--- config.mk ---
export PLATFORM = sky130hd
export DESIGN_NAME = triangle_scanline_fill
export DESIGN_NICKNAME = d
export VERILOG_FILES = /design/src/tsf_pkg.sv /design/src/triangle_scanline_fill.sv
export SDC_FILE = /design/constraint.sdc
export NUM_CORES = 2
export LEC_CHECK = 0
export BUFFER_PORTS_ARGS = -buffer_cell sky130_fd_sc_hd__buf_2
export CORE_ASPECT_RATIO = 0.75
export CORE_MARGIN = 2
export CORE_UTILIZATION = 35
export CTS_CLUSTER_DIAMETER = 50
export CTS_CLUSTER_SIZE = 16
export DETAILED_ROUTE_END_ITERATION = 7
export REMOVE_ABC_BUFFERS = 1
export SLEW_MARGIN = 25
export SYNTH_ARGS = -nofsm -noshare
export SYNTH_HDL_FRONTEND = slang
export SYNTH_SLANG_ARGS = --single-unit
--- constraint.sdc ---
create_clock -name clock -period 43.8 [get_ports clock]
set_input_delay 10.95 -clock clock [delete_from_list [all_inputs] [get_ports clock]]
set_output_delay 10.95 -clock clock [all_outputs]
set_load 0.05 [all_outputs]
--- src/tsf_pkg.sv ---
package tsf_pkg;

   localparam int COORD_BITS = 8;
   localparam int FRAC_BITS  = 16;
   localparam int LEVEL_BITS = 8;
   // slope magnitude before sign: |dx| placed above the fraction
   localparam int QUO_BITS   = COORD_BITS + FRAC_BITS;
   localparam int STEP_BITS  = 4;
   localparam int DIV_STAGES = (QUO_BITS + STEP_BITS - 1) / STEP_BITS;
   localparam int SLOPE_BITS = QUO_BITS + 1;
   localparam int OFF_BITS   = COORD_BITS + 1;
   localparam int PROD_BITS  = OFF_BITS + SLOPE_BITS;
   localparam int SUM_BITS   = PROD_BITS + 1;
   localparam int NUM_EDGES  = 3;

   // edge numbering
   localparam int EDGE_AB = 0;
   localparam int EDGE_AC = 1;
   localparam int EDGE_BC = 2;

   typedef logic [COORD_BITS-1:0] coord_type;
   typedef logic signed [SLOPE_BITS-1:0] slope_type;
   typedef logic signed [OFF_BITS-1:0] off_type;
   typedef logic signed [PROD_BITS-1:0] prod_type;

   typedef struct packed {
      coord_type             ax;
      coord_type             ay;
      coord_type             bx;
      coord_type             by_coord;
      coord_type             cx;
      coord_type             cy;
      coord_type             row;
      logic [LEVEL_BITS-1:0] fill_level;
   } req_type;

   typedef struct packed {
      coord_type             span_row;
      coord_type             span_start;
      coord_type             span_end;
      logic [LEVEL_BITS-1:0] span_level;
      logic                  last_span;
   } rsp_type;

   typedef struct packed {
      coord_type x;
      coord_type y;
   } vtx_type;

   typedef struct packed {
      vtx_type               a;
      vtx_type               b;
      vtx_type               c;
      coord_type             row;
      logic [LEVEL_BITS-1:0] lvl;
   } ctx_type;

   // long division state: divisor, partial remainder, dividend/quotient shifter
   typedef struct packed {
      coord_type             dsr;
      coord_type             rem;
      logic [QUO_BITS-1:0]   nq;
      logic                  neg;
   } div_type;

   function automatic div_type div_init(vtx_type p, vtx_type q);
      div_type   d;
      coord_type mag;
      d.neg = (q.x < p.x);
      mag   = d.neg ? coord_type'(p.x - q.x) : coord_type'(q.x - p.x);
      d.dsr = coord_type'(q.y - p.y);
      d.rem = '0;
      d.nq  = {mag, {FRAC_BITS{1'b0}}};
      return d;
   endfunction

   // STEP_BITS restoring steps, skipping those past the quotient width
   function automatic div_type div_step(div_type d, int base);
      div_type               t;
      logic [COORD_BITS:0]   r2;
      logic                  ge;
      t = d;
      for (int j = 0; j < STEP_BITS; j++) begin
         if (base + j < QUO_BITS) begin
            r2    = {t.rem, t.nq[QUO_BITS-1]};
            ge    = (r2 >= {1'b0, t.dsr});
            t.nq  = {t.nq[QUO_BITS-2:0], ge};
            t.rem = ge ? coord_type'(r2 - {1'b0, t.dsr}) : r2[COORD_BITS-1:0];
         end
      end
      return t;
   endfunction

   // signed slope, zero for a flat edge
   function automatic slope_type div_slope(div_type d);
      slope_type q;
      q = signed'({1'b0, d.nq});
      if (d.dsr == '0) begin
         return '0;
      end
      return d.neg ? slope_type'(-q) : q;
   endfunction

   // floor(x + offset * slope) clamped to the coordinate range
   function automatic coord_type edge_x(coord_type x, prod_type p);
      logic signed [SUM_BITS-1:0] sum;
      logic signed [SUM_BITS-1:0] fl;
      sum = $signed({{(SUM_BITS-QUO_BITS){1'b0}}, x, {FRAC_BITS{1'b0}}}) + SUM_BITS'(p);
      fl  = sum >>> FRAC_BITS;
      if (fl[SUM_BITS-1]) begin
         return '0;
      end
      if (|fl[SUM_BITS-2:COORD_BITS]) begin
         return '1;
      end
      return fl[COORD_BITS-1:0];
   endfunction

endpackage

--- src/triangle_scanline_fill.sv ---
// channel | dir | handshake            | payload
// req     | in  | req_valid/req_ready  | req_data (tsf_pkg::req_type)
// rsp     | out | rsp_valid/rsp_ready  | rsp_data (tsf_pkg::rsp_type)
//
// a word can enter each cycle while the pipe advances; it passes the sort register,
// DIV_STAGES slope divider stages at STEP_BITS quotient bits per stage, then the
// slope, multiply and output stages.
// a query on the middle vertex's row gives two words and holds the pipe while the upper one leaves.
// a stall at rsp freezes every stage at once; nothing is lost or repeated.
// synchronous reset clears the valid bits only.
module triangle_scanline_fill (
   input  logic             clock,
   input  logic             reset,
   input  logic             req_valid,
   output logic             req_ready,
   input  tsf_pkg::req_type req_data,
   output logic             rsp_valid,
   input  logic             rsp_ready,
   output tsf_pkg::rsp_type rsp_data
);

   localparam int NS = tsf_pkg::DIV_STAGES;
   localparam int NE = tsf_pkg::NUM_EDGES;

   logic advance;

   // sort stage and divider stages
   tsf_pkg::ctx_type ctx_in;
   tsf_pkg::ctx_type ctx_ff [0:NS];
   tsf_pkg::div_type div_ff [0:NS][0:NE-1];
   logic             vld_ff [0:NS];

   // slope stage
   tsf_pkg::ctx_type   sl_ctx_ff;
   tsf_pkg::slope_type sl_s_ff [0:NE-1];
   tsf_pkg::off_type   sl_offa_ff, sl_offb_ff;
   logic               sl_vld_ff, sl_up_ff, sl_lo_ff;

   // multiply stage
   tsf_pkg::ctx_type  mu_ctx_ff;
   tsf_pkg::prod_type mu_p_ff [0:NE-1];
   logic              mu_vld_ff, mu_up_ff, mu_lo_ff;

   // output stage
   tsf_pkg::rsp_type em_hi_ff, em_lw_ff;
   logic             em_up_ff, em_lo_ff;

   tsf_pkg::coord_type x_ab, x_ac, x_bc;

   // whole pipe moves when the output stage empties this cycle
   assign advance   = !(em_up_ff || em_lo_ff) || (rsp_ready && !(em_up_ff && em_lo_ff));
   assign req_ready = advance;

   // three-compare sort on y, strict so equal rows keep order
   always_comb begin
      tsf_pkg::vtx_type a, b, c, t;
      a = '{x: req_data.ax, y: req_data.ay};
      b = '{x: req_data.bx, y: req_data.by_coord};
      c = '{x: req_data.cx, y: req_data.cy};
      t = a;
      if (a.y > b.y) begin
         t = a; a = b; b = t;
      end
      if (b.y > c.y) begin
         t = b; b = c; c = t;
      end
      if (a.y > b.y) begin
         t = a; a = b; b = t;
      end
      ctx_in.a   = a;
      ctx_in.b   = b;
      ctx_in.c   = c;
      ctx_in.row = req_data.row;
      ctx_in.lvl = req_data.fill_level;
   end

   // valid bits
   always_ff @(posedge clock) begin
      if (reset) begin
         for (int k = 0; k <= NS; k++) begin
            vld_ff[k] <= 1'b0;
         end
         sl_vld_ff <= 1'b0;
         mu_vld_ff <= 1'b0;
         em_up_ff  <= 1'b0;
         em_lo_ff  <= 1'b0;
      end else if (advance) begin
         vld_ff[0] <= req_valid;
         for (int k = 0; k < NS; k++) begin
            vld_ff[k+1] <= vld_ff[k];
         end
         sl_vld_ff <= vld_ff[NS];
         mu_vld_ff <= sl_vld_ff;
         em_up_ff  <= mu_vld_ff && mu_up_ff;
         em_lo_ff  <= mu_vld_ff && mu_lo_ff;
      end else if (rsp_ready) begin
         // both spans pending: upper one leaves first
         em_up_ff <= 1'b0;
      end
   end

   // sort result and divider setup, then the division steps
   always_ff @(posedge clock) begin
      if (advance) begin
         ctx_ff[0]                   <= ctx_in;
         div_ff[0][tsf_pkg::EDGE_AB] <= tsf_pkg::div_init(ctx_in.a, ctx_in.b);
         div_ff[0][tsf_pkg::EDGE_AC] <= tsf_pkg::div_init(ctx_in.a, ctx_in.c);
         div_ff[0][tsf_pkg::EDGE_BC] <= tsf_pkg::div_init(ctx_in.b, ctx_in.c);
         for (int k = 0; k < NS; k++) begin
            ctx_ff[k+1] <= ctx_ff[k];
            for (int e = 0; e < NE; e++) begin
               div_ff[k+1][e] <= tsf_pkg::div_step(div_ff[k][e], k * tsf_pkg::STEP_BITS);
            end
         end
      end
   end

   // signed slopes, row offsets and row range tests
   always_ff @(posedge clock) begin
      if (advance) begin
         sl_ctx_ff <= ctx_ff[NS];
         for (int e = 0; e < NE; e++) begin
            sl_s_ff[e] <= tsf_pkg::div_slope(div_ff[NS][e]);
         end
         sl_offa_ff <= signed'({1'b0, ctx_ff[NS].row}) - signed'({1'b0, ctx_ff[NS].a.y});
         sl_offb_ff <= signed'({1'b0, ctx_ff[NS].row}) - signed'({1'b0, ctx_ff[NS].b.y});
         sl_up_ff   <= (ctx_ff[NS].row >= ctx_ff[NS].a.y) && (ctx_ff[NS].row <= ctx_ff[NS].b.y);
         sl_lo_ff   <= (ctx_ff[NS].row >= ctx_ff[NS].b.y) && (ctx_ff[NS].row <= ctx_ff[NS].c.y);
      end
   end

   // offset times slope
   always_ff @(posedge clock) begin
      if (advance) begin
         mu_ctx_ff                    <= sl_ctx_ff;
         mu_up_ff                     <= sl_up_ff;
         mu_lo_ff                     <= sl_lo_ff;
         mu_p_ff[tsf_pkg::EDGE_AB]    <= sl_offa_ff * sl_s_ff[tsf_pkg::EDGE_AB];
         mu_p_ff[tsf_pkg::EDGE_AC]    <= sl_offa_ff * sl_s_ff[tsf_pkg::EDGE_AC];
         mu_p_ff[tsf_pkg::EDGE_BC]    <= sl_offb_ff * sl_s_ff[tsf_pkg::EDGE_BC];
      end
   end

   // edge x positions
   assign x_ab = tsf_pkg::edge_x(mu_ctx_ff.a.x, mu_p_ff[tsf_pkg::EDGE_AB]);
   assign x_ac = tsf_pkg::edge_x(mu_ctx_ff.a.x, mu_p_ff[tsf_pkg::EDGE_AC]);
   assign x_bc = tsf_pkg::edge_x(mu_ctx_ff.b.x, mu_p_ff[tsf_pkg::EDGE_BC]);

   // ordered spans for both halves
   always_ff @(posedge clock) begin
      if (advance) begin
         em_hi_ff.span_row   <= mu_ctx_ff.row;
         em_hi_ff.span_start <= (x_ab < x_ac) ? x_ab : x_ac;
         em_hi_ff.span_end   <= (x_ab < x_ac) ? x_ac : x_ab;
         em_hi_ff.span_level <= mu_ctx_ff.lvl;
         em_hi_ff.last_span  <= !mu_lo_ff;
         em_lw_ff.span_row   <= mu_ctx_ff.row;
         em_lw_ff.span_start <= (x_bc < x_ac) ? x_bc : x_ac;
         em_lw_ff.span_end   <= (x_bc < x_ac) ? x_ac : x_bc;
         em_lw_ff.span_level <= mu_ctx_ff.lvl;
         em_lw_ff.last_span  <= 1'b1;
      end
   end

   // result word
   assign rsp_valid = em_up_ff || em_lo_ff;
   assign rsp_data  = em_up_ff ? em_hi_ff : em_lw_ff;

endmodule

* After elaboration in Yosys (flattened, before gate mapping) *
Memories as Yosys holds them, arrays and structs flattened. A register that Yosys moved wholly into a read port is not among the register bits.
Cells that the tools add are included.

operators by class
  $add $sub $neg = 89
  magnitude comparators = 84
  multiplexer cells = 212
  multipliers = 3
  bitwise operators = 7
  reductions and logical operators = 18

operator list
  kind                          number
  2-to-1 mux 32 bit             72
  2-to-1 mux 8 bit              91
  >= comparator 9 x 8 -> 1 bit  72
  subtractor 8 bit              81
  2-to-1 mux 25 bit             13
  adder 25 x 34 -> 35 bit       3
  multiplier 9 x 25 -> 34 bit   3
  2-to-1 mux 16 bit             6
  negator 24 -> 25 bit          3
  < comparator 8 bit            5
  OR reduction 11 bit           3
  2-to-1 mux 1 bit              30
  > comparator 8 bit            3
  logical NOT 8 bit             3
  subtractor 8 x 8 -> 9 bit     2
  >= comparator 8 bit           2
  <= comparator 8 bit           2
  OR 1 bit                      7
  logical AND 1 bit             6
  logical NOT 1 bit             3
  logical OR 1 bit              2
  nonzero test 2 bit            1

storage, ports and cells
  memory bits (writable) = 1493
  logic and storage cells = 442
  memories = 5
  input port bits = 68
  flip-flop bits (word level) = 138
  output and inout port bits = 35

memory list
  name     depth  width  rd ports  clocked after memory_dff  write ports  line                          RTL
  div_ff   7      123    7         0                         7            triangle_scanline_fill.sv:30  tsf_pkg::div_type div_ff [0:NS][0:NE-1];
  ctx_ff   7      64     7         0                         7            triangle_scanline_fill.sv:29  tsf_pkg::ctx_type ctx_ff [0:NS];
  mu_p_ff  3      34     3         0                         3            triangle_scanline_fill.sv:41  tsf_pkg::prod_type mu_p_ff [0:NE-1];
  sl_s_ff  3      25     3         0                         3            triangle_scanline_fill.sv:35  tsf_pkg::slope_type sl_s_ff [0:NE-1];
  vld_ff   7      1      7         1                         7            triangle_scanline_fill.sv:31  logic vld_ff [0:NS];

* Depth between registers and ports, before layout *
  depth in word-level cells = 14
  depth in mapped cells = 46

* Least setup slack after synthesis *
No wires, ideal clock.

  path kind = input to output
  from = input rsp_ready
  to = output req_ready
  arrival time = 35.491 ns
  data required time = 32.850 ns
  slack = -2.641 ns
  cell stages on the path = 4
  cells stage by stage = nand2b_1 nand2_1 nand2_1 inv_1

on the way
  cells in the longest elaborated chain, start to end = 2

ends and longest elaborated chain
  what               line                          RTL
  start, declared    triangle_scanline_fill.sv:18  input logic rsp_ready,
  logical AND 1 bit  triangle_scanline_fill.sv:51  assign advance = !(em_up_ff || em_lo_ff) || (rsp_ready && !(em_up_ff && em_lo_ff));
  logical OR 1 bit   triangle_scanline_fill.sv:51
  end, declared      triangle_scanline_fill.sv:15  output logic req_ready,

Every way passes these cells.

* Worst setup path after layout *
Same ends and word-level chain as after synthesis.

==> results.sh <==
export IMPL_crit_path_max_fanout=84
export IMPL_fmax_mhz=42.7
export IMPL_clock_latency_ps=750
export IMPL_io_buffers=102
export IMPL_postLayoutCellArea_um2=103000
export IMPL_yosys_area_top_type="edfxtp_1"
export IMPL_ys_warn_count=0
export IMPL_drive_gt1_share_pct=8.07
export IMPL_die_w_um=605
export IMPL_initial_core_util_pct=35.2
export IMPL_cts_buffers=121
export IMPL_cpPeakStageDelay_ps=540
export IMPL_nets=10200
export IMPL_postCtsSetupRepairBufs=0
export IMPL_crit_chain="buf_2, nand2b_1, nand2_1, nand2_1, inv_8, buf_2"
export IMPL_finalSetupTns_ps=0
export IMPL_dieArea_um2=275000
export IMPL_drv_cap=0
export IMPL_finalWirelength_um=214000
export IMPL_wire_per_inst_um=17.4
export IMPL_cp_arrival_ps=12490
export IMPL_ys_types=105
export IMPL_yosysMostFrequentCell="edfxtp_1"
export IMPL_antenna_found_initial=5
export IMPL_io_pins=103
export IMPL_relSlewSlack_pct=28.0
export IMPL_rsz0062_at_grt="false"
export IMPL_max_slew_worst_pin_slew_ps=1080
export IMPL_drt_pre_antenna_iters=6
export IMPL_area_growth_syn_to_layout_pct=9.00
export IMPL_synthTopCellsByArea="edfxtp_1 (40%), fa_1 (12%), ha_1 (11%), inv_1 (3.5%), mux2_2 (3.2%)"
export IMPL_yosysSeqAreaShare_pct=40.0
export IMPL_postRouteAntennaNets=0
export IMPL_grt_max_degree=185
export IMPL_crit_required_ps=32850
export IMPL_finalCritPeriodShare_pct=53.5
export IMPL_clkTransAtPathRegs_ps=70
export IMPL_vias=62700
export IMPL_core_area_um2=270000
export IMPL_grt_ovfl_total=0
export IMPL_cp_start_kind="primary input"
export IMPL_finalCriticalPeriod_ps=23440
export IMPL_syn_inst=8598
export IMPL_grt_pass1_wl_um=346000
export IMPL_postCtsResizedCells=0
export IMPL_path_class="in2out"
export IMPL_avgSynthCellArea_um2=11.0
export IMPL_grt_pass1_vias=62800
export IMPL_cts_tree="done"
export IMPL_end_kind="output port"
export IMPL_cts_hold_buf=0
export IMPL_cts_sinks=1264
export IMPL_fp_row_count=165
export IMPL_cts_buffer_depth=3
export IMPL_ys_async_sr_fraction_pct=0
export IMPL_reg2reg_slack_ps=32330
export IMPL_cts_root_buffer="clkbuf_16"
export IMPL_drc_errors=0
export IMPL_synthTopCellsByCount="edfxtp_1 (1260), inv_1 (896), ha_1 (866)"
export IMPL_slowest_stage="inv_8"
export IMPL_synth_edf_count=1260
export IMPL_die_h_um=455
export IMPL_synth_top_area_share_pct=39.9
export IMPL_setup_viol=0
export IMPL_finalHoldViolCount=0
export IMPL_grt_total_usage_pct=15.5
export IMPL_synth_seq_cells=1264
export IMPL_status="finished clean"
export IMPL_holdCritPathClass="reg2reg"
export IMPL_h_tree_depth=3
export IMPL_globalplace_congestion=0.883
export IMPL_viasPerCell=5.09
export IMPL_finalClockSkew_ps=56.2
export IMPL_synthesis_area_um2=94800
export IMPL_synthFlopType="edfxtp_1"
export IMPL_hpwl_um=166000
export IMPL_place_area_um2=99300
export IMPL_slew_violations=0
export IMPL_drt_initial_drc_count=4770
==> sequential cells by signal (all words and copies together), names as in the netlist, 7 cells and up <==
| register | count |
|---|---|
| sl_offb_ff | 9 |
| em_lw_ff | 32 |
| sl_offa_ff | 9 |
| div_ff | 597 |
| mu_p_ff | 54 |
| vld_ff | 7 |
| sl_s_ff | 75 |
| em_hi_ff | 17 |
| sl_ctx_ff | 32 |
| ctx_ff | 392 |
| mu_ctx_ff | 32 |
==> worst paths after layout <==
kind            startpoint       endpoint  cells after the start
max              rsp_ready      req_ready                      6
min          ctx_ff[3][22]  ctx_ff[4][22]                      0
max reg2reg  div_ff[1][34]  div_ff[2][28]                     42
min reg2reg  ctx_ff[3][22]  ctx_ff[4][22]                      0
==> per-layer routing <==
| layer | vias to the layer above | share of wire (%) | track usage, % |
|---|---|---|---|
| met5 | - | 0 | 0 |
| met4 | 0 | 1.7 | 3.07 |
| met3 | 223 | 5.2 | 1.95 |
| met2 | 1412 | 43 | 23.8 |
| met1 | 30800 | 50 | 23.4 |
| li1 | 30200 | - | - |
==> cell usage in the layout (no fill, tap or decap), types with 51 or more instances in the layout <==
cell type,instances
edfxtp_1,1260
inv_1,895
ha_1,866
nand2_1,641
fa_1,589
nor2_1,543
o21ai_0,417
a21oi_1,385
and2_1,290
xnor2_1,276
mux2_2,267
xor2_1,226
nand2b_1,173
nor2b_1,155
a21o_1,154
clkbuf_16,121
nor3_1,108
buf_2,102
mux2i_1,101
nand3_1,100
o21a_1,98
nand4_1,73
a21boi_0,60
or3_1,60
o21bai_1,52
and3_1,51
==> critical path, delay by kind of cell <==
kind / cells / cell delay (ps)
simple gates: 3 / 400
buf+inv: 3 / 1080
==> layout make-up <==
| type | instances | area, µm² |
|---|---|---|
| fillers | 25900 | 166000 |
| flip-flops and latches | 1264 | 37900 |
| clock inverters | 70 | 936 |
| multi-input cells | 6196 | 52600 |
| diodes | 3 | 7.51 |
| repair buffers | 147 | 943 |
| inverters | 907 | 3410 |
| well taps | 3590 | 4490 |
| clock buffers | 136 | 3090 |
==> through the flow <==
stage / cells / setup WS [ps] / hold WS, ps / utilization [%]
6_report: 12300 / 20360 / 377 / 38.3
5_1_grt: 12300 / 20210 / 388 / 38.3
4_1_cts: 12300 / 20300 / 371 / 38.3
3_5_place_dp: 12100 / 20310 / 405 / 36.8
3_3_place_gp: 12100 / 20370 / 400 / 36.8
2_1_floorplan: 8367 / -2640 / 400 / -
==> cells by family after synthesis <==
logic type	synth area share, %
AO/OA/AOI/OAI	10.4
flip-flops	40.0
multiplexers	4.29
adder cells (fa/ha/maj)	23.9
AND/OR/NAND/NOR	12.2
XOR/XNOR	4.64
buffers and inverters	4.61
Power is left out: the tool's default activity adds up to more than one toggle a clock period on the data nets, which glitch-free logic cannot reach.
